$ cat config.mk
export PLATFORM = sky130hd
export DESIGN_NAME = ethf_stores
export DESIGN_NICKNAME = d
export VERILOG_FILES = /design/src/rtl/core/ethf_pkg.sv /design/src/rtl/core/ethf_stores.sv
export SDC_FILE = /design/constraint.sdc
export NUM_CORES = 2
export LEC_CHECK = 0
export ABC_CLOCK_PERIOD_IN_PS = 3100
export BUFFER_PORTS_ARGS = -buffer_cell sky130_fd_sc_hd__buf_2
export CAP_MARGIN = 20
export CELL_PAD_IN_SITES_DETAIL_PLACEMENT = 1
export CELL_PAD_IN_SITES_GLOBAL_PLACEMENT = 1
export CORE_ASPECT_RATIO = 1.5
export CORE_MARGIN = 4
export CORE_UTILIZATION = 51
export CTS_CLUSTER_DIAMETER = 150
export DETAILED_ROUTE_END_ITERATION = 16
export PLACE_DENSITY_LB_ADDON = 0.1
export SKIP_CTS_REPAIR_TIMING = 1
export SLEW_MARGIN = 20
export SYNTH_ARGS = -nofsm -noshare
export SYNTH_HDL_FRONTEND = slang
export SYNTH_MEMORY_MAX_BITS = 65536
export SYNTH_SLANG_ARGS = --single-unit
$ cat constraint.sdc
create_clock -name clk -period 3.1 [get_ports clk]
set_input_delay 0.31 -clock clk [delete_from_list [all_inputs] [get_ports clk]]
set_output_delay 0.31 -clock clk [all_outputs]
set_load 0.02 [all_outputs]
$ cat src/rtl/core/ethf_pkg.sv
// ----------------------------------------------------------------------------
// ethf_pkg: event time histogram finder shared definitions
// Field widths, fixed constants, register indexes and the sequencer states.
// ----------------------------------------------------------------------------
package ethf_pkg;

	// Default sizes of the stores
	localparam int NUM_LAYERS_DEF = 9;
	localparam int NUM_CLOCKS_DEF = 64;
	localparam int SCAN_BINS_DEF  = 150;

	// Field widths
	localparam int TIME_W  = 13;
	localparam int LAYER_W = 4;
	localparam int PAIR_W  = 4;
	localparam int BIN_W   = 13;
	localparam int ET_W    = 8;

	// Hit selection and histogram constants
	localparam int CLK_DIV_SHIFT   = 4;
	localparam int CLK_OFFSET      = 31;
	localparam int MAX_TIME_DIFF   = 256;
	localparam int PAIR_LIMIT      = 10;
	localparam int BIN_TIME_OFFSET = 51;
	localparam int REPORT_OFFSET   = 50;
	localparam int BIN_MAX         = 8191;

	// Configuration register indexes
	localparam logic [0:0] CFG_THRESHOLD = 1'b0;
	localparam logic [0:0] CFG_TRUE_TIME = 1'b1;

	typedef enum logic [2:0] {
		ST_IDLE,
		ST_HIT_ADDR,
		ST_HIT_RD,
		ST_HIT_PAIR,
		ST_HIT_BIN,
		ST_SCAN,
		ST_CLEAR,
		ST_DONE
	} ethf_state_t;

	// Memory strobes from the sequencer to the stores
	typedef struct packed {
		logic pair_rd;
		logic pair_we;
		logic bin_rd;
		logic bin_we;
	} ethf_mem_ctl_t;

endpackage

$ cat src/rtl/core/ethf_stores.sv
// ----------------------------------------------------------------------------
// ethf_stores: pair counter and histogram memories
// Single-port memories with registered read data.
// ----------------------------------------------------------------------------
module ethf_stores #(
	parameter int NUM_LAYERS = ethf_pkg::NUM_LAYERS_DEF,
	parameter int NUM_CLOCKS = ethf_pkg::NUM_CLOCKS_DEF,
	parameter int SCAN_BINS  = ethf_pkg::SCAN_BINS_DEF,
	localparam int NUM_PAIRS = NUM_LAYERS * NUM_CLOCKS,
	localparam int PAIR_AW   = $clog2(NUM_PAIRS),
	localparam int BIN_AW    = $clog2(SCAN_BINS)
) (
	input  logic                          clk,
	input  ethf_pkg::ethf_mem_ctl_t       ctl,
	input  logic [PAIR_AW-1:0]            pair_addr,
	input  logic [ethf_pkg::PAIR_W-1:0]   pair_wdata,
	output logic [ethf_pkg::PAIR_W-1:0]   pair_rdata,
	input  logic [BIN_AW-1:0]             bin_addr,
	input  logic [ethf_pkg::BIN_W-1:0]    bin_wdata,
	output logic [ethf_pkg::BIN_W-1:0]    bin_rdata
);

	logic [ethf_pkg::PAIR_W-1:0] pair_mem [NUM_PAIRS];
	logic [ethf_pkg::BIN_W-1:0]  bin_mem [SCAN_BINS];

	always_ff @(posedge clk) begin
		if (ctl.pair_we) begin
			pair_mem[pair_addr] <= pair_wdata;
		end
		if (ctl.pair_rd) begin
			pair_rdata <= pair_mem[pair_addr];
		end
	end

	always_ff @(posedge clk) begin
		if (ctl.bin_we) begin
			bin_mem[bin_addr] <= bin_wdata;
		end
		if (ctl.bin_rd) begin
			bin_rdata <= bin_mem[bin_addr];
		end
	end

endmodule

==> parameters.txt <==
Parameter                              Value

Status
  Outcome    finished, final reports clean

Floorplanning
  IO Count    57
  FP Rows    256
  Initial Util    51.2%
  Die Width    474 microns
  Area of the core    324,000 sq um
  Floorplan die area    335,000 sq um
  Height of the die    707 microns

Clocking
  Insertion delay to the later sink of the worst-skew pair    0.93 ns
  Clk pin slew, worst setup/hold paths    0.06 ns
  Clock buffer depth    4
  Buffer cell driving the clock tree root    sky130_fd_sc_hd__clkbuf_16
  TritonCTS clock tree    yes
  CTS Buf Count    401
  Clock sink count    4,271
  H-tree levels    5

Logic synthesis
  Most frequently used flop master after synthesis    sky130_fd_sc_hd__edfxtp_1
  Post-synthesis sequential area ratio    77.3%
  Count of yosys warnings during synthesis    0
  Netlist area before placement    166,000 sq um
  Fraction of synthesis flops using an asynchronous set or reset pin    0%
  Synthesized Nets    8,249
  Flop and latch count out of synthesis    4,271
  Mean instance size in the synthesized netlist    20.2 sq um
  Count of different cell masters after synthesis    61
  Number of enable flip-flop cells after synthesis    4,271
  Count of mapped cells out of synthesis    8,209

Worst setup path
  Max Fanout on Critical Path    1
  Critical path endpoint category    flop
  R2R Path End    pair_rdata[2]
  Data required time at the worst endpoint    3.78 ns
  Crit path DAT    3.75 ns
  Worst setup SP type    flop
  Register-to-register path setup slack    0.03 ns
  Type of the setup path with the least slack    flop to flop
  Critical register-to-register path startpoint    pair_mem[533][2]
  Worst Reg-to-Reg Cells    9

Pwr
  Worst IR drop on VDD    0.000571 V
  Proportion of power drawn by the clock network    41.5%
  NetSw    25.9 mW
  Leakage    65.1 nW
  Ratio of total power to cell area    610 nW/um^2
  Combinational group share of total power    5.6%
  Internal power consumption    94.3 mW
  Switching portion of total power    21.5%
  Sequential share of power    53.0%
  Overall power consumption    120 mW

Routing
  Number of antenna-violating nets in the routed design    0
  Total detailed-routing wirelength    514 mm
  Average routed wire per standard cell    36.3 microns
  Number of remaining DRC errors    0
  Number of DRC markers after the initial detailed-route iteration    9,146
  Drt via density    6.27
  Number of detailed-route iterations in the first pass    7
  Routed via count    88,900

Cells and area
  Footprint of the multi-input gates    35,500 sq um
  Area Growth Syn to Fin    18.8%
  Final std cells w/o fill    14,200
  Fraction of final layout cells with drive strength greater than 1    29.4%
  Finished Core Util    60.8%
  Register area    128,000 sq um
  Final net count    9,576
  Area of all placed cells without fillers    197,000 sq um
  Number of filler cells placed in the layout    27,300

Timing
  Slew at the pin with the worst max-slew slack    1.14 ns
  Final period utilization    98.9%
  Final setup violation count    0
  Number of slew-limit violations in the final report    0
  Final worst clock skew    0.0390 ns
  Final Worst Setup Slack    0.0333 ns
  Max frequency    0.326 GHz
  Unrepaired setup endpoints after global routing    false
  Clock period minus final worst setup slack    3.07 ns
  Relative slew slack    23.8%
  Total count of hold-check failures in the final report    0

Placement
  Placed Cells    13,400
  Post-DP HPWL    343 mm
  Global placer's final weighted congestion    0.916
  Placed cell areas    184,000 sq um
  Setup Slack @ Placement    -1.19 ns
  PortBufs    56

GRT
  Initial antenna violation count    17
  Wire length of the first global-routing pass    725 mm
  All-layer global routing usage    30.8%
  Via count of the first global-routing pass    95,100
  Gr ovfl total    0
  Maximum number of pins on one net before global-route repair    104

Hold path
  Worst Hold Class    input pin to flop
  Cell count of the worst hold path    1
  Worst min-delay path startpoint    bin_wdata[5]
  Worst Hold Endpoint    bin_mem[40][5]

Flow run
  Max-capacitance violation count    0
metal layers:
layer	track usage, %	vias to the layer above	part of all wire, %
met5	0	-	0.0041
met4	18.1	4	7.0
met3	4.57	1154	5.9
met2	53.9	3706	52
met1	36.1	47600	35
li1	-	36400	-
registers in the layout, indices dropped and copies added, names as in the netlist:
name and cells:
pair_rdata 4, bin_mem 1950, pair_mem 2304, bin_rdata 13
worst max path at each step:
stage	from	end	slack [ns]	cells after the start
global route	bin_mem[86][1]	bin_rdata[1]	0.007	7
detailed placement	pair_addr[1]	pair_rdata[2]	-1.19	10
CTS	pair_mem[86][2]	pair_rdata[2]	-0.53	7
global placement	pair_addr[1]	pair_rdata[2]	-1.14	10
floorplan	bin_addr[0]	bin_mem[49][0]	-0.17	11
finish	pair_mem[533][2]	pair_rdata[2]	0.03	9
power groups by stage:
| stage | Clock (mW) | Sequential (mW) | Combinational [mW] |
|---|---|---|---|
| finish | 49.8 | 63.6 | 6.72 |
| global route | 53.1 | 63.6 | 6.95 |
| CTS | 50.6 | 63.6 | 6.71 |
| detailed placement | 0 | 64.9 | 6.68 |
| global placement | 0 | 64.9 | 6.54 |
| floorplan | 0 | 64.9 | 2.86 |
worst max-delay path: stages, from the launching register on:
cell and delay, ns:
sky130_fd_sc_hd__edfxtp_1 0.41, sky130_fd_sc_hd__mux4_2 0.48, sky130_fd_sc_hd__mux4_2 0.48, sky130_fd_sc_hd__nand2_2 0.11, sky130_fd_sc_hd__o21ai_2 0.08, sky130_fd_sc_hd__o31ai_4 0.36
sky130_fd_sc_hd__buf_4 0.18, sky130_fd_sc_hd__a21oi_1 0.11, sky130_fd_sc_hd__buf_4 0.25, sky130_fd_sc_hd__a2111o_1 0.34
synth_stat cells (3+ instances only):
| library cell | instances | area [sq um] |
|---|---|---|
| sky130_fd_sc_hd__a211oi_1 | 12 | 90.1 |
| sky130_fd_sc_hd__a21oi_1 | 19 | 95.1 |
| sky130_fd_sc_hd__a221oi_1 | 6 | 52.6 |
| sky130_fd_sc_hd__a22o_1 | 9 | 78.8 |
| sky130_fd_sc_hd__a22oi_1 | 32 | 240 |
| sky130_fd_sc_hd__a311o_1 | 3 | 30.0 |
| sky130_fd_sc_hd__a31o_2 | 3 | 26.3 |
| sky130_fd_sc_hd__a31oi_1 | 8 | 50.1 |
| sky130_fd_sc_hd__a32oi_1 | 4 | 35.0 |
| sky130_fd_sc_hd__and2_1 | 7 | 43.8 |
| sky130_fd_sc_hd__and3_1 | 11 | 68.8 |
| sky130_fd_sc_hd__buf_1 | 30 | 113 |
| sky130_fd_sc_hd__buf_2 | 191 | 956 |
| sky130_fd_sc_hd__buf_4 | 40 | 300 |
| sky130_fd_sc_hd__buf_6 | 8 | 90.1 |
| sky130_fd_sc_hd__clkbuf_1 | 237 | 890 |
| sky130_fd_sc_hd__edfxtp_1 | 4271 | 128000 |
| sky130_fd_sc_hd__inv_1 | 15 | 56.3 |
| sky130_fd_sc_hd__mux2_2 | 18 | 203 |
| sky130_fd_sc_hd__mux2i_1 | 755 | 7560 |
| sky130_fd_sc_hd__mux4_2 | 816 | 18400 |
| sky130_fd_sc_hd__nand2_1 | 158 | 593 |
| sky130_fd_sc_hd__nand2b_1 | 16 | 100 |
| sky130_fd_sc_hd__nand3_1 | 61 | 305 |
| sky130_fd_sc_hd__nand3b_1 | 9 | 67.6 |
| sky130_fd_sc_hd__nand4_1 | 18 | 113 |
| sky130_fd_sc_hd__nand4b_1 | 5 | 43.8 |
| sky130_fd_sc_hd__nand4bb_1 | 4 | 45.0 |
| sky130_fd_sc_hd__nor2_1 | 815 | 3060 |
| sky130_fd_sc_hd__nor2b_1 | 19 | 119 |
| sky130_fd_sc_hd__nor3_1 | 47 | 235 |
| sky130_fd_sc_hd__nor3b_1 | 3 | 22.5 |
| sky130_fd_sc_hd__nor4_1 | 57 | 357 |
| sky130_fd_sc_hd__o2111ai_1 | 6 | 52.6 |
| sky130_fd_sc_hd__o211ai_1 | 30 | 225 |
| sky130_fd_sc_hd__o21ai_0 | 70 | 350 |
| sky130_fd_sc_hd__o221ai_1 | 9 | 78.8 |
| sky130_fd_sc_hd__o22ai_1 | 334 | 2090 |
| sky130_fd_sc_hd__or3_1 | 5 | 31.3 |
| sky130_fd_sc_hd__or4_1 | 15 | 113 |
| sky130_fd_sc_hd__or4b_2 | 4 | 40.0 |
kinds of logic after synthesis:
logic type / count (synthesis) / synth area share (%)
buffers and inverters: 522 / 1.45
DFF: 4271 / 77.3
and+or+nand+nor: 1264 / 3.28
AOI/OAI and AO/OA: 563 / 2.21
muxes: 1589 / 15.8
per-stage QoR:
step / hold WS, ns / TNS, ns
after floorplan: 0.409 / -133.70
after global placement: 0.687 / -9.66
after detailed placement: 0.679 / -9.61
after CTS: -0.325 / -0.643
after global routing: 0.0154 / 0
final: 0.0298 / 0
layout make-up:
cell class,count,area share [%]
Clock inverter,277,1.36
Tap cell,4257,2.70
Antenna cell,37,0.0470
Timing Repair Buffer,1430,7.47
Multi-Input combinational cell,3416,18.0
Clock buffer,461,5.27
Inverter,16,0.0305
Sequential cell,4271,65.1
cells in the final DEF (no fill, tap or decap), types with 8 or more instances in the layout:
| master | Yosys | routed |
|---|---|---|
| sky130_fd_sc_hd__edfxtp_1 | 4271 | 4271 |
| sky130_fd_sc_hd__buf_4 | 40 | 1059 |
| sky130_fd_sc_hd__mux4_2 | 816 | 816 |
| sky130_fd_sc_hd__nor2_1 | 815 | 813 |
| sky130_fd_sc_hd__mux2i_1 | 755 | 752 |
| sky130_fd_sc_hd__clkbuf_16 | 0 | 407 |
| sky130_fd_sc_hd__o22ai_1 | 334 | 334 |
| sky130_fd_sc_hd__buf_12 | 0 | 315 |
| sky130_fd_sc_hd__nand2_1 | 158 | 125 |
| sky130_fd_sc_hd__clkinv_1 | 1 | 97 |
| sky130_fd_sc_hd__clkinv_2 | 0 | 88 |
| sky130_fd_sc_hd__o21ai_0 | 70 | 68 |
| sky130_fd_sc_hd__nand3_1 | 61 | 61 |
| sky130_fd_sc_hd__nor4_1 | 57 | 56 |
| sky130_fd_sc_hd__clkbuf_1 | 237 | 54 |
| sky130_fd_sc_hd__bufinv_16 | 0 | 49 |
| sky130_fd_sc_hd__nor3_1 | 47 | 46 |
| sky130_fd_sc_hd__diode_2 | 0 | 37 |
| sky130_fd_sc_hd__nand2_2 | 0 | 33 |
| sky130_fd_sc_hd__a22oi_1 | 32 | 32 |
| sky130_fd_sc_hd__o211ai_1 | 30 | 30 |
| sky130_fd_sc_hd__buf_2 | 191 | 29 |
| sky130_fd_sc_hd__clkinvlp_4 | 0 | 22 |
| sky130_fd_sc_hd__a21oi_1 | 19 | 19 |
| sky130_fd_sc_hd__nand4_1 | 18 | 18 |
| sky130_fd_sc_hd__mux2_2 | 18 | 18 |
| sky130_fd_sc_hd__dlygate4sd3_1 | 0 | 18 |
| sky130_fd_sc_hd__nor2b_1 | 19 | 17 |
| sky130_fd_sc_hd__nand2b_1 | 16 | 16 |
| sky130_fd_sc_hd__inv_1 | 15 | 15 |
| sky130_fd_sc_hd__or4_1 | 15 | 13 |
| sky130_fd_sc_hd__a211oi_1 | 12 | 12 |
| sky130_fd_sc_hd__and3_1 | 11 | 10 |
| sky130_fd_sc_hd__inv_6 | 0 | 10 |
| sky130_fd_sc_hd__a22o_1 | 9 | 9 |
| sky130_fd_sc_hd__o221ai_1 | 9 | 9 |
| sky130_fd_sc_hd__nand3b_1 | 9 | 9 |
| sky130_fd_sc_hd__and2_1 | 7 | 8 |
| sky130_fd_sc_hd__a31oi_1 | 8 | 8 |
| sky130_fd_sc_hd__buf_8 | 0 | 8 |
Power figures use the tool's default switching activity.
