`src/rtl/core/ethf_pkg.sv`:
```
// ----------------------------------------------------------------------------
// ethf_pkg: event time histogram finder shared definitions
// Field widths, fixed constants, register indexes and the sequencer states.
// ----------------------------------------------------------------------------
package ethf_pkg;

	// Default sizes of the stores
	localparam int NUM_LAYERS_DEF = 9;
	localparam int NUM_CLOCKS_DEF = 64;
	localparam int SCAN_BINS_DEF  = 150;

	// Field widths
	localparam int TIME_W  = 13;
	localparam int LAYER_W = 4;
	localparam int PAIR_W  = 4;
	localparam int BIN_W   = 13;
	localparam int ET_W    = 8;

	// Hit selection and histogram constants
	localparam int CLK_DIV_SHIFT   = 4;
	localparam int CLK_OFFSET      = 31;
	localparam int MAX_TIME_DIFF   = 256;
	localparam int PAIR_LIMIT      = 10;
	localparam int BIN_TIME_OFFSET = 51;
	localparam int REPORT_OFFSET   = 50;
	localparam int BIN_MAX         = 8191;

	// Configuration register indexes
	localparam logic [0:0] CFG_THRESHOLD = 1'b0;
	localparam logic [0:0] CFG_TRUE_TIME = 1'b1;

	typedef enum logic [2:0] {
		ST_IDLE,
		ST_HIT_ADDR,
		ST_HIT_RD,
		ST_HIT_PAIR,
		ST_HIT_BIN,
		ST_SCAN,
		ST_CLEAR,
		ST_DONE
	} ethf_state_t;

	// Memory strobes from the sequencer to the stores
	typedef struct packed {
		logic pair_rd;
		logic pair_we;
		logic bin_rd;
		logic bin_we;
	} ethf_mem_ctl_t;

endpackage

```
`src/rtl/core/ethf_alu.sv`:
```
// ----------------------------------------------------------------------------
// ethf_alu: shared compare and increment unit
// One magnitude compare and one incrementer, time-shared by the sequencer.
// ----------------------------------------------------------------------------
module ethf_alu (
	input  logic [ethf_pkg::BIN_W-1:0] a,
	input  logic [ethf_pkg::BIN_W-1:0] b,
	output logic                       gt,
	output logic [ethf_pkg::BIN_W-1:0] inc
);

	assign gt  = a > b;
	assign inc = a + ethf_pkg::BIN_W'(1);

endmodule

```
`config.mk`:
```
export PLATFORM = sky130hd
export DESIGN_NAME = ethf_alu
export DESIGN_NICKNAME = d
export VERILOG_FILES = /design/src/rtl/core/ethf_pkg.sv /design/src/rtl/core/ethf_alu.sv
export SDC_FILE = /design/constraint.sdc
export NUM_CORES = 1
export LEC_CHECK = 0
export ABC_AREA = 1
export BUFFER_PORTS_ARGS = -buffer_cell sky130_fd_sc_hd__buf_2
export CORE_MARGIN = 3
export CORE_UTILIZATION = 41
export DETAILED_ROUTE_END_ITERATION = 6
export PLACE_DENSITY = 0.81
export SYNTH_ARGS = -nofsm -noshare
export SYNTH_HDL_FRONTEND = slang
export SYNTH_SLANG_ARGS = --single-unit
```
`constraint.sdc`:
```
create_clock -name vclk -period 1.1
set_input_delay 0.165 -clock vclk [all_inputs]
set_output_delay 0.165 -clock vclk [all_outputs]
set_load 0.01 [all_outputs]
```
==> results of run 1 <==
through the flow:
step | cells | TNS (ps) | utilization | setup slack (ps) | cell area (um^2)
after detailed placement | 185 | -1603 | 0.7875 | -319.8 | 1076
after floorplan | 109 | 0 | - | 3.556 | 699.4
after global placement | 185 | -1216 | 0.7875 | -298.5 | 1076
after CTS | 187 | -1306 | 0.9304 | -236.4 | 1271
Yosys cell counts, drive strengths merged:
master / count
nand3: 7
nand2: 30
xnor2: 3
and2: 1
inv: 28
a31oi: 1
nor3: 3
nor2: 8
o21ai: 2
ha: 14
nand4: 1
a21oi: 6
xor2: 5
cell families after synthesis:
group | share of synthesized area
xor+xnor | 0.1129
fa+ha+maj | 0.2823
compound gates | 0.07461
simple gates | 0.3609
buf+inv | 0.1694
repair_timing:
action,in CTS
pin swaps,22
setup buffers,2
setup endpoints to repair,10
resized for setup,41
==> summary.txt, run 1 <==
Initial core utilization: 0.4542
Post-DP HPWL: 1757 um
Syn_area_per_cell: 5.694 um^2
Largest net degree at the start of global routing: 6
Stop err: [ERROR DPL-0038] Utilization greater than 100%, impossible to legalize
Seq/Total Area, Yosys: 0
Post-synth net total: 149
Fail Step: 5_1_grt
Top Ports: 40
IO Port Bufs: 40
Netlist cell types: 17
Worst_ep kind: top-level output
Die H: 44.91 um
Synth warn: 0
Syn Inst Count: 109
Gp weighted congestion: 0.8864
Post-Syn Area: 620.6 um^2
Synth top area cells: ha_1 28%, nand2_1 18%, inv_1 15%, xor2_1 7.1%, a21oi_1 4.8%
Row count: 13
Top-area cell type share of the netlist area: 0.2823
Post-synth top area cell: ha_1
Worst EP post-GRT repair: gt
Status: stopped before the end
Hold buffers post-CTS: 0
Die W: 44.91 um
==> run 2, diff against run 1 <==
--- a/config.mk
+++ b/config.mk
@@ -7,10 +7,10 @@
 export LEC_CHECK = 0
 export ABC_AREA = 1
 export BUFFER_PORTS_ARGS = -buffer_cell sky130_fd_sc_hd__buf_2
-export CORE_MARGIN = 3
-export CORE_UTILIZATION = 41
+export CORE_AREA = 3 3 64 66
 export DETAILED_ROUTE_END_ITERATION = 6
-export PLACE_DENSITY = 0.81
+export DIE_AREA = 0 0 67 69
+export PLACE_DENSITY_LB_ADDON = 0.15
 export SYNTH_ARGS = -nofsm -noshare
 export SYNTH_HDL_FRONTEND = slang
 export SYNTH_SLANG_ARGS = --single-unit
==> constraint.sdc (replaced) <==
create_clock -name vclk -period 1.4
set_input_delay 0.21 -clock vclk [all_inputs]
set_output_delay 0.21 -clock vclk [all_outputs]
set_load 0.01 [all_outputs]
==> summary.txt, run 2 <==
Arr. time, crit path: 1210 ps
Vias: 826
Routed Antenna Nets: 0
Slowest-stage cell, CP: ha_4
DR vias/cell: 3.842
GRT met1 Usage: 0.1056
PD cells: 284.6 mW/mm^2
Gp weighted congestion: 0.7379 (was 0.8864)
Total die area: 0.004623 mm^2
Largest net degree at the start of global routing: 6
Core footprint: 0.003633 mm^2
Failing checks: setup timing
Fin crit share: 1.013
P&R area growth vs syn: 115.5%
Top achievable clock speed: 0.7053 GHz
Seq/Total Area, Yosys: 0 (unchanged)
Worst path cell trace: buf_2 -> ha_4 -> nand2_2 -> nor2_1 -> and2_4 -> nand2_2 -> a21oi_2 -> buf_2
CP Data Required Time: 1190 ps
Worst Hold Class: in -> out
GRT Overall Usage: 0.08450
DRT Wirelength: 2072 um
Count leader, synth: nand2_1 (unchanged)
Post-synth net total: 149 (unchanged)
Fraction of final layout cells sized beyond drive strength 1: 0.6108
Worst hold start: a[1]
Top-area cell type share of the netlist area: 0.2823 (unchanged)
Worst Tran Pin Value: 183.1 ps
Status: finished with violations (was stopped before the end)
First-pass DRT Iterations: 2
GRT met3 Usage: 0.003257
Final hold slack: 740.4 ps
CP top delay family: simple AND/OR/NAND/NOR gates
ANT cells: 0
Netlist cell types: 17 (unchanged)
Commonest non-fill, non-tap cell in the layout: buf_2
Final worst setup slack: -17.77 ps
Leak: 0.6812 nW
Overflow after GRT: 0
Top Ports: 40 (unchanged)
Initial antenna violation count: 0
Met2 usage: 0.1638
Final core occ: 0.3681
WS Path Type: in -> out
Vias in the first global route: 764
Final Net Count: 209
VDD IR-drop max: 0.06670 mV
Reg area: 0 um^2
Final instance area: 0.001338 mm^2
Syn_area_per_cell: 5.694 um^2 (unchanged)
Post-Route Setup TNS: -17.77 ps
WHS Path Cells: 3
Post-synth top area cell: ha_1 (unchanged)
Drt drc: 0
Delay of the slowest critical-path stage: 260 ps
Synth top area cells: ha_1 28%, nand2_1 18%, inv_1 15%, xor2_1 7.1%, a21oi_1 4.8% (unchanged)
Post-Syn Area: 620.6 um^2 (unchanged)
Final setup viols: 1
Final Hold Fails: 0
Syn Inst Count: 109 (unchanged)
Routed len/inst: 9.637 um
Synth warn: 0 (unchanged)
Row count: 22 (was 13)
CP max FO: 2
DRT iter0 DRCs: 28
Worst Setup End Kind: primary output
Max_cap viols: 0
RSZ-0062 raised after global routing: true
Worst Path Buf+Inv: 2
Fin. max-slew vios: 0
First-pass GRT wire length: 3243 um
Area after DPL: 978.4 um^2 (was 0.001076 mm^2)
Most frequent cells after synthesis: 29 x nand2_1, 25 x inv_1, 14 x ha_1, 8 x nor2_1 (unchanged)
GR peak layer: met2
Slew headroom: 0.8775
Initial core utilization: 0.1708 (was 0.4542)
Die H: 69 um (was 44.91 um)
Fin crit period: 1418 ps
Startpoint types: input pin
Most frequent cells in the layout: 24 x buf_2, 22 x nand2_1, 17 x buf_4
Hold EP: inc[1]
Post-DP HPWL: 1660 um (was 1757 um)
IO Port Bufs: 40 (unchanged)
FFs & Latches: 0
Clkbuf count: 0
Die W: 67 um (was 44.91 um)
-- run 2: cell counts after synthesis --
No cell type changed its count.
-- run 2: metrics by stage --
step | setup WS [ps] | cells | power [mW]
floorplan | 99.04 | 109 | 0.1291
global placement | -134.2 | 210 | 0.2562
detailed placement | -163.0 | 210 | 0.2582
CTS | -50.05 | 210 | 0.3081
global route | -75.74 | 215 | 0.4269
finish | -17.77 | 215 | 0.3807
-- run 2: worst max path at each step --
stage	to	slack, ps	cells after the start	startpoint
2_1_floorplan	gt	100	7	b[12]
3_3_place_gp	gt	-130	8	a[12]
3_5_place_dp	gt	-160	8	a[12]
4_1_cts	gt	-50	9	a[10]
5_1_grt	gt	-80	10	b[1]
6_report	gt	-20	8	a[8]
-- run 2: what timing repair did --
action / in CTS / in global routing
pin swaps: 11 / 21
buffers inserted: 0 / 5
endpoints found under the setup margin: 1 / 6
resized for setup: 29 / 38
hold buffers: 0 / 0
-- run 2: metal layers --
layer,vias to the layer above,share of wire
li1,453,-
met1,360,0.41
met2,13,0.55
met3,0,0.041
met4,0,0
met5,-,0
-- run 2: worst min-delay path, delay by kind of cell --
kind                       cells  cell delay, ps
adders and majority gates      1             110
buffers and inverters          2             210
-- run 2: final cells by class --
class / instances / area, um^2
inverter: 28 / 107.6
timing repair buffer: 58 / 442.9
tap: 48 / 60.06
fill: 403 / 2296
multi-input combinational: 81 / 726.9
-- run 2: kinds of logic after synthesis --
| logic type | after synthesis | share of synthesized area |
|---|---|---|
| AOI/OAI and AO/OA | 9 | 0.07461 |
| xor gates and xnor gates | 8 | 0.1129 |
| adders and majority gates | 14 | 0.2823 |
| buffers and inverters | 28 | 0.1694 |
| and+or+nand+nor | 50 | 0.3609 |
-- run 2: power by group --
group	switching (mW)	internal [mW]	leakage, nW	total, mW
sequential	0	0	0	0
combinational	0.177	0.204	0.681	0.381
clock	0	0	0	0
No activity file was read; power rests on OpenSTA's default activity.
==> run 3, diff against run 2 <==
--- a/config.mk
+++ b/config.mk
@@ -10,7 +10,7 @@
 export CORE_AREA = 3 3 64 66
 export DETAILED_ROUTE_END_ITERATION = 6
 export DIE_AREA = 0 0 67 69
-export PLACE_DENSITY_LB_ADDON = 0.15
+export PLACE_DENSITY = 0.38
 export SYNTH_ARGS = -nofsm -noshare
 export SYNTH_HDL_FRONTEND = slang
 export SYNTH_SLANG_ARGS = --single-unit
==> summary.txt, run 3 (same netlist as run 2, synthesis figures left out) <==
DR vias/cell: 3.967 (was 3.842)
Final instance area: 0.001406 mm^2 (was 0.001338 mm^2)
Delay of the slowest critical-path stage: 250 ps (was 260 ps)
DRT Wirelength: 2210 um (was 2072 um)
P_sw: 0.1976 mW (was 0.1771 mW)
CP max FO: 2 (unchanged)
Fillers: 395 (was 403)
Net Sw Frac: 0.4659 (was 0.4653)
Clkbuf count: 0 (unchanged)
Arr. time, crit path: 1210 ps (about the same)
VDD IR-drop max: 0.1204 mV (was 0.06670 mV)
Fin. max-slew vios: 0 (unchanged)
DRT iter0 DRCs: 7 (was 28)
Drt drc: 0 (unchanged)
First-pass DRT Iterations: 3 (was 2)
GRT Overall Usage: 0.08908 (was 0.08450)
Largest net degree at the start of global routing: 6 (unchanged)
Fin crit share: 1.013 (about the same)
Final Net Count: 209 (unchanged)
Final Hold Fails: 0 (unchanged)
First-pass GRT wire length: 3415 um (was 3243 um)
Overflow after GRT: 0 (unchanged)
Worst path cell trace: buf_6 -> ha_4 -> nand2_2 -> nor2_4 -> and2_4 -> nand2_1 -> nor2_2 -> a21oi_2 -> buf_2 (was buf_2 -> ha_4 -> nand2_2 -> nor2_1 -> and2_4 -> nand2_2 -> a21oi_2 -> buf_2)
Routed Antenna Nets: 0 (unchanged)
Routed len/inst: 10.28 um (was 9.637 um)
P&R area growth vs syn: 126.6% (was 115.5%)
Multi-input gate area: 772.0 um^2 (was 726.9 um^2)
Fraction of final layout cells sized beyond drive strength 1: 0.6467 (was 0.6108)
Initial antenna violation count: 0 (unchanged)
Leak: 0.7026 nW (was 0.6812 nW)
PD cells: 301.6 mW/mm^2 (was 284.6 mW/mm^2)
Total die area: 0.004623 mm^2 (unchanged)
Most frequent cells in the layout: 21 x nand2_1, 21 x buf_2, 21 x buf_6 (was 24 x buf_2, 22 x nand2_1, 17 x buf_4)
Worst Setup End Kind: primary output (unchanged)
Final setup viols: 1 (unchanged)
WS Path Type: in -> out (unchanged)
Post-DP HPWL: 1737 um (was 1660 um)
Gp weighted congestion: 0.7898 (was 0.7379)
CP top delay family: simple AND/OR/NAND/NOR gates (unchanged)
Startpoint types: input pin (unchanged)
Worst Hold Class: in -> out (unchanged)
Final hold slack: 750.8 ps (was 740.4 ps)
Final worst setup slack: -17.73 ps (was -17.77 ps)
IO Port Bufs: 40 (unchanged)
Slowest-stage cell, CP: ha_4 (unchanged)
RSZ-0062 raised after global routing: true (unchanged)
Reg power frac: 0 (about the same)
Die H: 69 um (unchanged)
Max_cap viols: 0 (unchanged)
Int Pwr: 0.2265 mW (was 0.2035 mW)
Worst Tran Pin Value: 198.1 ps (was 183.1 ps)
WP depth: 9 (was 8)
Slew headroom: 0.8679 (was 0.8775)
Status: finished with violations (unchanged)
Vias: 853 (was 826)
Row count: 22 (unchanged)
Core footprint: 0.003633 mm^2 (unchanged)
Top achievable clock speed: 0.7054 GHz (was 0.7053 GHz)
FFs & Latches: 0 (unchanged)
Reg area: 0 um^2 (unchanged)
Area after DPL: 993.5 um^2 (was 978.4 um^2)
Top Ports: 40 (unchanged)
Total power after layout: 0.4241 mW (was 0.3807 mW)
Fin crit period: 1418 ps (about the same)
Critical Path Start: a[5] (was a[8])
Hold buffers post-CTS: 0 (unchanged)
Crit path capture: gt (unchanged)
Die W: 67 um (unchanged)
Vias in the first global route: 824 (was 764)
Clock power frac: 0 (about the same)
Worst Path Buf+Inv: 2 (unchanged)
Failing checks: setup timing (unchanged)
ANT cells: 0 (unchanged)
Initial core utilization: 0.1708 (unchanged)
CP Data Required Time: 1190 ps (about the same)
Comb power frac: 1.000 (about the same)
[run 3: worst min path at each step]
| stage | start | to | slack [ps] | cells after the start |
|---|---|---|---|---|
| 2_1_floorplan | a[0] | inc[0] | 470 | 1 |
| 3_3_place_gp | a[0] | inc[0] | 730 | 3 |
| 3_5_place_dp | a[0] | inc[0] | 730 | 3 |
| 4_1_cts | a[0] | inc[0] | 730 | 3 |
| 5_1_grt | a[1] | inc[1] | 770 | 3 |
| 6_report | a[0] | inc[0] | 750 | 3 |
[run 3: power groups by stage]
stage | clock network [mW] | logic [mW] | registers (mW)
after floorplan | 0 | 0.129 | 0
after global placement | 0 | 0.260 | 0
after detailed placement | 0 | 0.264 | 0
after CTS | 0 | 0.332 | 0
after global routing | 0 | 0.469 | 0
final | 0 | 0.424 | 0
[run 3: repair_timing]
item                                    4_1_cts  5_1_grt
buffers inserted                              1        2
gates resized for setup                      32       52
endpoints found under the setup margin        1        7
pin swaps                                    14       20
[run 3: layout make-up]
class / count / area share
well taps: 48 / 0.04270
repair buffers: 58 / 0.3336
inverters: 28 / 0.07473
multi-input cells: 81 / 0.5489
[run 3: metal layers]
metal	routed length [um]	up-vias	global-route usage
met3	165	0	0.008143
met4	0	0	0
met5	0	-	0
met1	878	375	0.1145
met2	1166	22	0.1659
li1	-	456	-
[run 3: through the flow]
step	utilization	instances	setup WS (ps)	TNS, ps
after CTS	0.3295	213	-23.60	-27.48
after floorplan	-	109	99.04	0
after global placement	0.2734	212	-127.9	-127.9
after detailed placement	0.2734	212	-122.3	-122.3
after global routing	0.3871	215	-72.86	-177.8
final	0.3871	215	-17.73	-17.73
==> run 4, diff against run 3 <==
--- a/config.mk
+++ b/config.mk
@@ -10,7 +10,7 @@
 export CORE_AREA = 3 3 64 66
 export DETAILED_ROUTE_END_ITERATION = 6
 export DIE_AREA = 0 0 67 69
-export PLACE_DENSITY = 0.38
+export PLACE_DENSITY = 0.48
 export SYNTH_ARGS = -nofsm -noshare
 export SYNTH_HDL_FRONTEND = slang
 export SYNTH_SLANG_ARGS = --single-unit
==> constraint.sdc (replaced) <==
create_clock -name vclk -period 1.4
set_input_delay 0.42 -clock vclk [all_inputs]
set_output_delay 0.42 -clock vclk [all_outputs]
set_load 0.01 [all_outputs]
==> summary.txt, run 4 (same netlist as run 2, synthesis figures left out) <==
First-pass GRT wire length: 3822 um (was 3415 um)
DRT iter0 DRCs: 16 (was 7)
Hold buffers post-CTS: 0 (unchanged)
Leak: 0.8077 nW (was 0.7026 nW)
Worst Setup End Kind: primary output (unchanged)
Commonest non-fill, non-tap cell in the layout: buf_6
WS Path Type: in -> out (unchanged)
Die H: 69 um (unchanged)
Top achievable clock speed: 0.5390 GHz (was 0.7054 GHz)
DR vias/cell: 4.119 (was 3.967)
Worst Hold Class: in -> out (unchanged)
Initial antenna violation count: 0 (unchanged)
Largest net degree at the start of global routing: 6 (unchanged)
Failing checks: setup timing (unchanged)
Final worst setup slack: -455.4 ps (was -17.73 ps)
Fin crit period: 1855 ps (was 1418 ps)
Drt drc: 0 (unchanged)
Status: finished with violations (unchanged)
GRT Overall Usage: 0.09945 (was 0.08908)
Worst hold start: a[0] (unchanged)
First-pass DRT Iterations: 4 (was 3)
Slowest-stage cell, CP: ha_4 (unchanged)
DRT Wirelength: 2394 um (was 2210 um)
Routed Antenna Nets: 0 (unchanged)
Vias in the first global route: 937 (was 824)
Top Ports: 40 (unchanged)
Row count: 22 (unchanged)
CP Data Required Time: 980 ps (was 1190 ps)
Routed len/inst: 10.59 um (was 10.28 um)
Startpoint types: input pin (unchanged)
Slew headroom: 0.8294 (was 0.8679)
Fraction of final layout cells sized beyond drive strength 1: 0.7079 (was 0.6467)
Gp weighted congestion: 0.8217 (was 0.7898)
Fillers: 369 (was 395)
Final setup viols: 13 (was 1)
Max_cap viols: 0 (unchanged)
Final Hold Fails: 0 (unchanged)
Post-Route Setup TNS: -3437 ps (was -17.73 ps)
RSZ-0062 raised after global routing: true (unchanged)
Most frequent cells in the layout: 24 x buf_6, 20 x buf_2, 18 x nand2_1, 18 x buf_4, 13 x inv_1 (was 21 x nand2_1, 21 x buf_2, 21 x buf_6)
Post-DP HPWL: 1875 um (was 1737 um)
Fin. max-slew vios: 0 (unchanged)
CP max FO: 2 (unchanged)
Worst Tran Pin Value: 255.1 ps (was 198.1 ps)
Total die area: 0.004623 mm^2 (unchanged)
Worst path cell trace: buf_8 -> inv_12 -> ha_4 -> nand2_4 -> nor2_4 -> and2_4 -> nand2_2 -> nor2_2 -> a21oi_2 -> buf_2 (was buf_6 -> ha_4 -> nand2_2 -> nor2_4 -> and2_4 -> nand2_1 -> nor2_2 -> a21oi_2 -> buf_2)
Overflow after GRT: 0 (unchanged)
Delay of the slowest critical-path stage: 260 ps (was 250 ps)
Placed insts: 218 (was 212)
CP top delay family: simple AND/OR/NAND/NOR gates (unchanged)
P&R area growth vs syn: 160.9% (was 126.6%)
Arr. time, crit path: 1440 ps (was 1210 ps)
WHS Path Cells: 3 (unchanged)
Vias: 931 (was 853)
PD cells: 290.9 mW/mm^2 (was 301.6 mW/mm^2)
VDD IR-drop max: 0.07181 mV (was 0.1204 mV)
Clkbuf count: 0 (unchanged)
IO Port Bufs: 40 (unchanged)
Core footprint: 0.003633 mm^2 (unchanged)
Initial core utilization: 0.1708 (unchanged)
Fin crit share: 1.325 (was 1.013)
Die W: 67 um (unchanged)
FFs & Latches: 0 (unchanged)
Worst Path Buf+Inv: 3 (was 2)
Reg area: 0 um^2 (unchanged)
Final cell count without fillers: 226 (was 215)
Hold EP: inc[0] (unchanged)
ANT cells: 0 (unchanged)
Final Net Count: 220 (was 209)
==> run 4: cell types whose count changed in the layout (fill, tap and decap cells not counted), moves of 3 or more <==
cell and delta:
buf_8 +5, buf_6 +3, nand2_1 -3, inv_2 -8
nand2_2 +3, nor2_2 +3, inv_4 +4, buf_4 +3
==> run 4: metrics by stage <==
step / area (um^2) / utilization / hold WS (ps) / power [mW] / worst slack (ps)
floorplan: 794.5 / - / 893.3 / 0.1629 / -201.0
global route: 1619 / 0.4456 / 1216 / 0.5189 / -492.2
CTS: 1495 / 0.4115 / 1193 / 0.4264 / -470.6
global placement: 1212 / 0.3337 / 1186 / 0.3208 / -576.6
detailed placement: 1212 / 0.3337 / 1192 / 0.3294 / -579.0
finish: 1619 / 0.4456 / 1183 / 0.4710 / -455.4
==> run 4: power breakdown <==
group	internal [mW]	total, mW	switching, mW
registers	0	0	0
logic	0.259	0.471	0.212
clock network	0	0	0
total	0.259	0.471	0.212
==> run 4: worst max-delay path by stage <==
stage	startpoint	endpoint	slack [ps]	depth (start not counted)
detailed placement	b[10]	gt	-580	10
global route	b[2]	gt	-490	10
finish	b[10]	gt	-460	10
floorplan	b[10]	gt	-200	8
global placement	b[10]	gt	-580	10
CTS	b[12]	gt	-470	9
==> run 4: metal layers <==
metal	vias to the layer above	GRT usage	part of all wire
met2	19	0.2041	0.60
met5	-	0	0
met4	0	0.02252	0.023
met1	427	0.1046	0.35
met3	6	0.003257	0.030
li1	479	-	-
==> run 4: area by class of cell <==
class / instances / area [um^2] / area share
well taps: 48 / 60.06 / 0.03709
inverters: 28 / 137.6 / 0.08501
repair buffers: 69 / 603.1 / 0.3725
multi-input cells: 81 / 818.3 / 0.5054
==> run 4: what timing repair did <==
item | in CTS | in global routing
buffers inserted | 5 | 4
endpoints found under the setup margin | 13 | 13
gates resized for setup | 63 | 26
pin swaps | 29 | 21
==> run 4: worst min-delay path, cell delays in order <==
cell and delay [ps]:
clkbuf_4 150, inv_1 60, buf_2 140
