<file path="config.mk">
export PLATFORM = sky130hd
export DESIGN_NAME = ethf_seq_flat
export DESIGN_NICKNAME = d
export VERILOG_FILES = /design/src/rtl/core/ethf_pkg.sv /design/src/rtl/core/ethf_if.sv /design/src/rtl/core/ethf_seq.sv /design/src/flat_wrapper.sv
export SDC_FILE = /design/constraint.sdc
export NUM_CORES = 1
export LEC_CHECK = 0
export ABC_CLOCK_PERIOD_IN_PS = 9200
export BUFFER_PORTS_ARGS = -buffer_cell sky130_fd_sc_hd__clkbuf_2
export CORE_MARGIN = 2
export CORE_UTILIZATION = 57
export CTS_BUF_LIST = sky130_fd_sc_hd__clkbuf_2
export DETAILED_ROUTE_END_ITERATION = 7
export PLACE_DENSITY_LB_ADDON = 0.2
export SLEW_MARGIN = 30
export SYNTH_ARGS = -nofsm -noshare
export SYNTH_HDL_FRONTEND = slang
export SYNTH_SLANG_ARGS = --single-unit
</file>
<file path="constraint.sdc">
create_clock -name clk -period 9.2 [get_ports clk]
set_input_delay 0 -clock clk [delete_from_list [all_inputs] [get_ports clk]]
set_output_delay 0 -clock clk [all_outputs]
set_load 0.005 [all_outputs]
</file>
<file path="src/rtl/core/ethf_pkg.sv">
// ----------------------------------------------------------------------------
// ethf_pkg: event time histogram finder shared definitions
// Field widths, fixed constants, register indexes and the sequencer states.
// ----------------------------------------------------------------------------
package ethf_pkg;

	// Default sizes of the stores
	localparam int NUM_LAYERS_DEF = 9;
	localparam int NUM_CLOCKS_DEF = 64;
	localparam int SCAN_BINS_DEF  = 150;

	// Field widths
	localparam int TIME_W  = 13;
	localparam int LAYER_W = 4;
	localparam int PAIR_W  = 4;
	localparam int BIN_W   = 13;
	localparam int ET_W    = 8;

	// Hit selection and histogram constants
	localparam int CLK_DIV_SHIFT   = 4;
	localparam int CLK_OFFSET      = 31;
	localparam int MAX_TIME_DIFF   = 256;
	localparam int PAIR_LIMIT      = 10;
	localparam int BIN_TIME_OFFSET = 51;
	localparam int REPORT_OFFSET   = 50;
	localparam int BIN_MAX         = 8191;

	// Configuration register indexes
	localparam logic [0:0] CFG_THRESHOLD = 1'b0;
	localparam logic [0:0] CFG_TRUE_TIME = 1'b1;

	typedef enum logic [2:0] {
		ST_IDLE,
		ST_HIT_ADDR,
		ST_HIT_RD,
		ST_HIT_PAIR,
		ST_HIT_BIN,
		ST_SCAN,
		ST_CLEAR,
		ST_DONE
	} ethf_state_t;

	// Memory strobes from the sequencer to the stores
	typedef struct packed {
		logic pair_rd;
		logic pair_we;
		logic bin_rd;
		logic bin_we;
	} ethf_mem_ctl_t;

endpackage

</file>
<file path="src/rtl/core/ethf_if.sv">
// ----------------------------------------------------------------------------
// ethf_if: item and result channels
// Valid/ready channels carrying one segment hit or end of event, and one result.
// ----------------------------------------------------------------------------
interface ethf_item_if;
	logic                                valid;
	logic                                ready;
	logic                                func;
	logic signed [ethf_pkg::TIME_W-1:0]  found_time;
	logic signed [ethf_pkg::TIME_W-1:0]  fastest_time;
	logic        [ethf_pkg::LAYER_W-1:0] super_layer;

	modport source (output valid, func, found_time, fastest_time, super_layer, input ready);
	modport sink (input valid, func, found_time, fastest_time, super_layer, output ready);
endinterface

interface ethf_result_if;
	logic                              valid;
	logic                              ready;
	logic                              time_found;
	logic signed [ethf_pkg::ET_W-1:0]  event_time;

	modport source (output valid, time_found, event_time, input ready);
	modport sink (input valid, time_found, event_time, output ready);
endinterface

</file>
<file path="src/rtl/core/ethf_seq.sv">
// ----------------------------------------------------------------------------
// ethf_seq: event time finder sequencer
// Decodes hits, runs the counter/histogram updates, the threshold scan,
// the store clearing sweep and holds the result register.
// ----------------------------------------------------------------------------
module ethf_seq #(
	parameter int NUM_LAYERS = ethf_pkg::NUM_LAYERS_DEF,
	parameter int NUM_CLOCKS = ethf_pkg::NUM_CLOCKS_DEF,
	parameter int SCAN_BINS  = ethf_pkg::SCAN_BINS_DEF,
	localparam int NUM_PAIRS = NUM_LAYERS * NUM_CLOCKS,
	localparam int CLEAR_LEN = (NUM_PAIRS > SCAN_BINS) ? NUM_PAIRS : SCAN_BINS,
	localparam int PAIR_AW   = $clog2(NUM_PAIRS),
	localparam int BIN_AW    = $clog2(SCAN_BINS),
	localparam int CNT_W     = $clog2(CLEAR_LEN + 1)
) (
	input  logic                          clk,
	input  logic                          arst_n,
	ethf_item_if.sink                     item,
	ethf_result_if.source                 result,
	input  logic [ethf_pkg::BIN_W-1:0]    threshold,
	input  logic                          true_time_mode,
	output logic [ethf_pkg::BIN_W-1:0]    alu_a,
	output logic [ethf_pkg::BIN_W-1:0]    alu_b,
	input  logic                          alu_gt,
	input  logic [ethf_pkg::BIN_W-1:0]    alu_inc,
	output ethf_pkg::ethf_mem_ctl_t       mem_ctl,
	output logic [PAIR_AW-1:0]            pair_addr,
	output logic [ethf_pkg::PAIR_W-1:0]   pair_wdata,
	input  logic [ethf_pkg::PAIR_W-1:0]   pair_rdata,
	output logic [BIN_AW-1:0]             bin_addr,
	output logic [ethf_pkg::BIN_W-1:0]    bin_wdata,
	input  logic [ethf_pkg::BIN_W-1:0]    bin_rdata
);

	ethf_pkg::ethf_state_t state_q, state_d;

	logic signed [ethf_pkg::TIME_W-1:0]  found_q;
	logic signed [ethf_pkg::TIME_W-1:0]  fastest_q;
	logic        [ethf_pkg::LAYER_W-1:0] layer_q;
	logic        [PAIR_AW-1:0]           pair_addr_q;
	logic        [BIN_AW-1:0]            bin_addr_q;
	logic                                bin_ok_q;
	logic                                kept;
	logic                                bin_ok;
	logic        [PAIR_AW-1:0]           pair_idx;
	logic        [BIN_AW-1:0]            bin_idx;
	logic        [CNT_W-1:0]             cnt_q;
	logic                                cnt_step;
	logic                                rd_vld_s1;
	logic        [BIN_AW-1:0]            rd_idx_s1;
	logic                                hit_now;
	logic                                res_found_q;
	logic        [ethf_pkg::ET_W-1:0]    res_time_q;
	logic                                evt_q;
	logic                                out_valid_q;
	logic                                out_found_q;
	logic        [ethf_pkg::ET_W-1:0]    out_time_q;
	logic                                slot_free;
	logic                                accept;

	// Hit decode: clock index, time window, layer and histogram bin
	logic signed [ethf_pkg::TIME_W-1:0] quo;
	logic                               rnd_up;
	logic signed [9:0]                  clk_s;
	logic signed [13:0]                 diff_s;
	logic signed [13:0]                 bin_s;
	logic        [15:0]                 pair_full;

	always_comb begin
		quo    = found_q >>> ethf_pkg::CLK_DIV_SHIFT;
		// round toward zero for negative times with a remainder
		rnd_up = found_q[ethf_pkg::TIME_W-1] && (found_q[ethf_pkg::CLK_DIV_SHIFT-1:0] != '0);
		clk_s  = quo[9:0] + {9'd0, rnd_up} + 10'(ethf_pkg::CLK_OFFSET);
		diff_s = {found_q[ethf_pkg::TIME_W-1], found_q}
			- {fastest_q[ethf_pkg::TIME_W-1], fastest_q};
		bin_s  = {fastest_q[ethf_pkg::TIME_W-1], fastest_q} + 14'(ethf_pkg::BIN_TIME_OFFSET);
		kept   = !clk_s[9] && ({1'b0, clk_s[8:0]} < 10'(NUM_CLOCKS))
			&& (diff_s <= $signed(14'(ethf_pkg::MAX_TIME_DIFF)))
			&& (5'(layer_q) < 5'(NUM_LAYERS));
		bin_ok = !bin_s[13] && ($unsigned(bin_s) < 14'(SCAN_BINS));
		pair_full = 16'(layer_q) * 16'(NUM_CLOCKS) + 16'(clk_s[8:0]);
		pair_idx  = pair_full[PAIR_AW-1:0];
		bin_idx   = bin_s[BIN_AW-1:0];
	end

	assign slot_free  = !out_valid_q || result.ready;
	assign item.ready = (state_q == ethf_pkg::ST_IDLE);
	assign accept     = item.valid && item.ready;

	assign result.valid      = out_valid_q;
	assign result.time_found = out_found_q;
	assign result.event_time = out_time_q;

	always_ff @(posedge clk or negedge arst_n) begin
		if (!arst_n) begin
			state_q <= ethf_pkg::ST_CLEAR;
		end else begin
			state_q <= state_d;
		end
	end

	always_comb begin
		state_d    = state_q;
		mem_ctl    = '0;
		alu_a      = bin_rdata;
		alu_b      = threshold;
		pair_addr  = pair_addr_q;
		bin_addr   = bin_addr_q;
		pair_wdata = alu_inc[ethf_pkg::PAIR_W-1:0];
		bin_wdata  = alu_inc;
		cnt_step   = 1'b0;
		hit_now    = 1'b0;
		case (state_q)
			ethf_pkg::ST_IDLE: begin
				if (accept) begin
					if (item.func) begin
						state_d = true_time_mode ? ethf_pkg::ST_CLEAR : ethf_pkg::ST_SCAN;
					end else if (!true_time_mode) begin
						state_d = ethf_pkg::ST_HIT_ADDR;
					end
				end
			end
			ethf_pkg::ST_HIT_ADDR: begin
				state_d = kept ? ethf_pkg::ST_HIT_RD : ethf_pkg::ST_IDLE;
			end
			ethf_pkg::ST_HIT_RD: begin
				mem_ctl.pair_rd = 1'b1;
				mem_ctl.bin_rd  = bin_ok_q;
				state_d         = ethf_pkg::ST_HIT_PAIR;
			end
			ethf_pkg::ST_HIT_PAIR: begin
				alu_a = ethf_pkg::BIN_W'(pair_rdata);
				alu_b = ethf_pkg::BIN_W'(ethf_pkg::PAIR_LIMIT - 1);
				if (!alu_gt) begin
					mem_ctl.pair_we = 1'b1;
					state_d = bin_ok_q ? ethf_pkg::ST_HIT_BIN : ethf_pkg::ST_IDLE;
				end else begin
					state_d = ethf_pkg::ST_IDLE;
				end
			end
			ethf_pkg::ST_HIT_BIN: begin
				alu_b = ethf_pkg::BIN_W'(ethf_pkg::BIN_MAX - 1);
				// saturate the bin
				mem_ctl.bin_we = !alu_gt;
				state_d        = ethf_pkg::ST_IDLE;
			end
			ethf_pkg::ST_SCAN: begin
				hit_now        = rd_vld_s1 && alu_gt;
				bin_addr       = cnt_q[BIN_AW-1:0];
				mem_ctl.bin_rd = (cnt_q < CNT_W'(SCAN_BINS)) && !hit_now;
				cnt_step       = mem_ctl.bin_rd;
				if (hit_now || (!rd_vld_s1 && (cnt_q == CNT_W'(SCAN_BINS)))) begin
					state_d = ethf_pkg::ST_CLEAR;
				end
			end
			ethf_pkg::ST_CLEAR: begin
				pair_addr       = cnt_q[PAIR_AW-1:0];
				bin_addr        = cnt_q[BIN_AW-1:0];
				pair_wdata      = '0;
				bin_wdata       = '0;
				mem_ctl.pair_we = (cnt_q < CNT_W'(NUM_PAIRS));
				mem_ctl.bin_we  = (cnt_q < CNT_W'(SCAN_BINS));
				cnt_step        = 1'b1;
				if (cnt_q == CNT_W'(CLEAR_LEN - 1)) begin
					state_d = evt_q ? ethf_pkg::ST_DONE : ethf_pkg::ST_IDLE;
				end
			end
			ethf_pkg::ST_DONE: begin
				if (slot_free) begin
					state_d = ethf_pkg::ST_IDLE;
				end
			end
			default: begin
				state_d = ethf_pkg::ST_IDLE;
			end
		endcase
	end

	// Control registers
	always_ff @(posedge clk or negedge arst_n) begin
		if (!arst_n) begin
			cnt_q       <= '0;
			rd_vld_s1   <= 1'b0;
			evt_q       <= 1'b0;
			out_valid_q <= 1'b0;
		end else begin
			// restart the sweep counter on every state change
			if (state_d != state_q) begin
				cnt_q <= '0;
			end else if (cnt_step) begin
				cnt_q <= cnt_q + CNT_W'(1);
			end
			rd_vld_s1 <= (state_q == ethf_pkg::ST_SCAN) && mem_ctl.bin_rd;
			if (accept && item.func) begin
				evt_q <= 1'b1;
			end else if (state_q == ethf_pkg::ST_DONE && slot_free) begin
				evt_q <= 1'b0;
			end
			if (state_q == ethf_pkg::ST_DONE && slot_free) begin
				out_valid_q <= 1'b1;
			end else if (result.ready) begin
				out_valid_q <= 1'b0;
			end
		end
	end

	// Payload registers
	always_ff @(posedge clk) begin
		if (accept) begin
			found_q     <= item.found_time;
			fastest_q   <= item.fastest_time;
			layer_q     <= item.super_layer;
			res_found_q <= true_time_mode;
			res_time_q  <= '0;
		end
		if (state_q == ethf_pkg::ST_HIT_ADDR) begin
			pair_addr_q <= pair_idx;
			bin_addr_q  <= bin_idx;
			bin_ok_q    <= bin_ok;
		end
		rd_idx_s1 <= cnt_q[BIN_AW-1:0];
		if (hit_now) begin
			res_found_q <= 1'b1;
			res_time_q  <= ethf_pkg::ET_W'(16'(rd_idx_s1) - 16'(ethf_pkg::REPORT_OFFSET));
		end
		if (state_q == ethf_pkg::ST_DONE && slot_free) begin
			out_found_q <= res_found_q;
			out_time_q  <= res_time_q;
		end
	end

endmodule
</file>
<file path="src/flat_wrapper.sv">
// flat-port wrapper written by rule: the top's interface ports become plain ports
module ethf_seq_flat 
#(
	parameter int NUM_LAYERS = ethf_pkg::NUM_LAYERS_DEF,
	parameter int NUM_CLOCKS = ethf_pkg::NUM_CLOCKS_DEF,
	parameter int SCAN_BINS  = ethf_pkg::SCAN_BINS_DEF,
	localparam int NUM_PAIRS = NUM_LAYERS * NUM_CLOCKS,
	localparam int CLEAR_LEN = (NUM_PAIRS > SCAN_BINS) ? NUM_PAIRS : SCAN_BINS,
	localparam int PAIR_AW   = $clog2(NUM_PAIRS),
	localparam int BIN_AW    = $clog2(SCAN_BINS),
	localparam int CNT_W     = $clog2(CLEAR_LEN + 1)
)
  (clk, arst_n, threshold, true_time_mode, alu_a, alu_b, alu_gt, alu_inc, mem_ctl, pair_addr, pair_wdata, pair_rdata, bin_addr, bin_wdata, bin_rdata, item_valid, item_func, item_found_time, item_fastest_time, item_super_layer, item_ready, result_valid, result_time_found, result_event_time, result_ready);
  ethf_item_if item_i ();
  ethf_result_if result_i ();
  input  logic clk;
  input  logic arst_n;
  input  logic [ethf_pkg::BIN_W-1:0] threshold;
  input  logic true_time_mode;
  output logic [ethf_pkg::BIN_W-1:0] alu_a;
  output logic [ethf_pkg::BIN_W-1:0] alu_b;
  input  logic alu_gt;
  input  logic [ethf_pkg::BIN_W-1:0] alu_inc;
  output ethf_pkg::ethf_mem_ctl_t mem_ctl;
  output logic [PAIR_AW-1:0] pair_addr;
  output logic [ethf_pkg::PAIR_W-1:0] pair_wdata;
  input  logic [ethf_pkg::PAIR_W-1:0] pair_rdata;
  output logic [BIN_AW-1:0] bin_addr;
  output logic [ethf_pkg::BIN_W-1:0] bin_wdata;
  input  logic [ethf_pkg::BIN_W-1:0] bin_rdata;
  input wire logic [$bits(item_i.valid)-1:0] item_valid;
  input wire logic [$bits(item_i.func)-1:0] item_func;
  input wire logic [$bits(item_i.found_time)-1:0] item_found_time;
  input wire logic [$bits(item_i.fastest_time)-1:0] item_fastest_time;
  input wire logic [$bits(item_i.super_layer)-1:0] item_super_layer;
  output wire logic [$bits(item_i.ready)-1:0] item_ready;
  output wire logic [$bits(result_i.valid)-1:0] result_valid;
  output wire logic [$bits(result_i.time_found)-1:0] result_time_found;
  output wire logic [$bits(result_i.event_time)-1:0] result_event_time;
  input wire logic [$bits(result_i.ready)-1:0] result_ready;
  assign item_i.valid = item_valid;
  assign item_i.func = item_func;
  assign item_i.found_time = item_found_time;
  assign item_i.fastest_time = item_fastest_time;
  assign item_i.super_layer = item_super_layer;
  assign item_ready = item_i.ready;
  assign result_valid = result_i.valid;
  assign result_time_found = result_i.time_found;
  assign result_event_time = result_i.event_time;
  assign result_i.ready = result_ready;
  ethf_seq #(.NUM_LAYERS(NUM_LAYERS), .NUM_CLOCKS(NUM_CLOCKS), .SCAN_BINS(SCAN_BINS)) u_core (.clk(clk), .arst_n(arst_n), .item(item_i), .result(result_i), .threshold(threshold), .true_time_mode(true_time_mode), .alu_a(alu_a), .alu_b(alu_b), .alu_gt(alu_gt), .alu_inc(alu_inc), .mem_ctl(mem_ctl), .pair_addr(pair_addr), .pair_wdata(pair_wdata), .pair_rdata(pair_rdata), .bin_addr(bin_addr), .bin_wdata(bin_wdata), .bin_rdata(bin_rdata));
endmodule
</file>
==> results.json <==
{
  "drc": 0,
  "rrSetupSlack_ns": 5.85,
  "worstPathCellList": "o41ai_1 -> ha_1 -> ha_1 -> or4b_4 -> a2111oi_4 -> o311a_2 -> a21oi_1 -> a2111oi_1 -> a31oi_1 -> o211ai_2",
  "drtPass1Iterations": 5,
  "diodes": 0,
  "slew_headroom_pct": 40.91,
  "grt-busiest-layer": "met2",
  "grtUsageMet2_pct": 48.00,
  "use_met1_pct": 30.34,
  "layout_common_cells": "clkbuf_2 (165), edfxtp_1 (66), nand2_1 (58)",
  "synth_top_cell_by_area": "edfxtp_1",
  "max-clock-path-buffers": 2,
  "synth_top_area_share_pct": 39.33,
  "cp_slowest_stage_delay_ns": 0.53,
  "hp-class": "input pin to flip-flop",
  "holdWs_ns": 0.1281,
  "die_area_um2": 9608,
  "ys_seq_elements": 91,
  "chipHeight_um": 98.02,
  "clk_pin_slew_ns": 0.29,
  "yosysWarnings": 0,
  "cts_sinks": 91,
  "tightest_slew_ns": 0.8843,
  "dpl.hpwl_mm": 8.728,
  "grt_overflow": 0,
  "cts-root-buf": "clkbuf_2",
  "maxCapViolCount": 0,
  "grt_pass1_vias": 4188,
  "syn_area_per_cell_um2": 10.70,
  "worst_setup_path_start_kind": "flip-flop",
  "setup_tns_ns": 0,
  "final.min_clock_period_ns": 3.347,
  "start_util_pct": 58.35,
  "cts_tree": "done",
  "port_buffers": 155,
  "insertion_delay_ns": 0.55,
  "syn-num-nets": 574,
  "rows": 34,
  "final_common_cell": "clkbuf_2",
  "cp_top_family": "compound AO/OA/AOI/OAI gates",
  "peakVddDrop_mv": 0.1352,
  "cp.depth": 10,
  "power_mw": 1.433,
  "grt_pass1_wl_mm": 19.94,
  "worstPathRequired_ns": 9.69,
  "cp-end-kind": "flip-flop",
  "syn_to_final_growth_pct": 28.01,
  "ys.flop_type": "edfxtp_1",
  "critPathArrivalTime_ns": 3.83,
  "cts_inserted_buffers": 9,
  "gr-usage-met3_pct": 4.653,
  "synth_edf_count": 66,
  "antenna_found_initial": 0,
  "rsz0062_at_grt": "no",
  "syn_area_um2": 5039,
  "chipWidth_um": 98.02,
  "crit_fanout": 5,
  "slew_viol_final": 0,
  "reg2reg_depth": 10,
  "status": "complete, no violations",
  "setup-violations-final": 0,
  "path_buf_inv": 0,
  "grtUsageTotal_pct": 25.69,
  "hold_depth": 2,
  "leakage_nw": 2.935,
  "finClkSkew_ns": 0.04370,
  "gp_congestion": 0.8321,
  "antenna_left": 0,
  "hold_violations": 0,
  "synthCells": 471,
  "fmax_mhz": 298.8,
  "fillCellCount": 605,
  "synth.top_cells.by_area": "edfxtp_1 (39%), dfrtp_1 (7.0%), ha_1 (5.5%)",
  "cp_common_cell": "ha_1",
  "power_density_nw_per_um2": 222.1,
  "min_period_over_period_pct": 36.38,
  "drive_gt1_share_pct": 30.70,
  "grt_max_degree": 34,
  "worst_path_max_delay_cell": "or4b_4",
  "io_pins": 156,
  "dpl_cell_area_um2": 5889,
  "core_um2": 8636,
  "vias": 4221,
  "fin_nets": 769,
  "synth_cell_types": 64,
  "synth-seq-area-share_pct": 50.91,
  "ctsHtreeMaxLevel": 3,
  "wire_per_inst_um": 15.55,
  "wirelength_mm": 12.11,
  "async_flop_share_pct": 17.58,
  "path_class": "flip-flop to flip-flop",
  "fin_area_um2": 6450,
  "drt_iter0_drc": 188,
  "vias_per_cell": 5.418
}
==> cell type report <==
cell class	instances	area [um^2]	share of cell area (%)
sequential	91	2565	39.77
tap	108	135.1	2.095
clock inverter	6	78.83	1.222
inverter	33	123.9	1.920
multi-input combinational	331	2275	35.27
timing repair buffer	200	1222	18.95
clock buffer	10	50.05	0.7759
==> where the power goes <==
group | leakage, nW | total (mW) | internal (mW) | switching [mW]
clock | 0.0814 | 0.217 | 0.0711 | 0.146
combinational | 1.96 | 0.586 | 0.268 | 0.317
sequential | 0.897 | 0.630 | 0.563 | 0.0672
total | 2.93 | 1.43 | 0.902 | 0.531
==> kinds of logic (layout without fill, tap and decap cells) <==
family                   count (synthesis)  after routing  share of synthesized area [%]
XOR/XNOR                                28             28                          4.867
multiplexers                            21             21                          4.644
AND/OR/NAND/NOR                        186            186                          19.22
adder cells (fa/ha/maj)                 23             23                          5.860
AO/OA/AOI/OAI                           73             73                          10.55
buffers and inverters                   49            249                          3.948
flip-flops                              91             91                          50.91
==> synth_stat cells, types with 3 or more instances <==
master    count
edfxtp_1     66
nor2_1       31
nor3_1       13
a32oi_1       3
ha_1         22
and2_1       25
and3_1        5
o21ai_0      12
dfxtp_1       9
clkbuf_1     12
dfrtp_1      14
buf_4         4
a21o_1        6
nand3b_1      4
or2_2         5
nand2b_1      7
nand3_1       9
a21oi_1      16
a211o_1       4
nor2b_1      10
nand2_1      58
a31oi_1       4
mux2_2       19
xor2_1        8
xnor2_1      20
or3_1         3
nand4_1       3
o21a_1        3
inv_1        33
==> metal layers <==
metal / up-vias / share of wire [%]
li1: 2067 / -
met1: 1990 / 39
met2: 145 / 54
met3: 19 / 5.5
met4: 0 / 1.4
met5: - / 0
==> flip-flops by register name (all words and copies together) (netlist names), 3 cells and up <==
signal	count
u_core.state_q	3
u_core.bin_addr_q	8
u_core.pair_addr_q	10
u_core.found_q	13
u_core.cnt_q	10
u_core.layer_q	4
u_core.res_time_q	8
u_core.rd_idx_s1	8
u_core.result.event_time	8
u_core.fastest_q	13
==> path summary, 6_finish.rpt <==
check	start	end
setup / recovery	u_core.found_q[0]$_DFFE_PP_	u_core.state_q[1]$_DFF_PN1_
hold / removal	item_fastest_time[5]	u_core.fastest_q[5]$_DFFE_PP_
setup reg to reg	u_core.found_q[0]$_DFFE_PP_	u_core.state_q[1]$_DFF_PN1_
hold reg to reg	u_core.res_time_q[4]$_SDFFCE_PN0P_	u_core.result.event_time[4]$_DFFE_PP_
max in group asynchronous	arst_n	u_core.cnt_q[9]$_DFFE_PN0P_
min in group asynchronous	arst_n	u_core.state_q[1]$_DFF_PN1_
==> per-stage QoR <==
step,utilization [%],setup WS (ns),cells
floorplan,-,6.311,471
global placement,68.20,6.130,720
detailed placement,68.20,5.950,720
CTS,74.56,5.904,778
global route,74.69,5.693,779
finish,74.69,5.853,779
==> worst reg2reg max path: stages (launching register included) <==
cell and delay [ns]:
edfxtp_1 0.46, o41ai_1 0.45, ha_1 0.26, ha_1 0.23, or4b_4 0.53, a2111oi_4 0.36
o311a_2 0.23, a21oi_1 0.08, a2111oi_1 0.40, a31oi_1 0.09, o211ai_2 0.17
==> what timing repair did <==
| action | CTS | global route |
|---|---|---|
| gates resized for setup | 0 | 0 |
| setup endpoints to repair | 0 | 0 |
| hold buffers | 42 | 0 |
| setup buffers | 0 | 0 |
| endpoints found under the hold margin | 54 | 0 |
No activity file was read; power rests on OpenSTA's default activity.
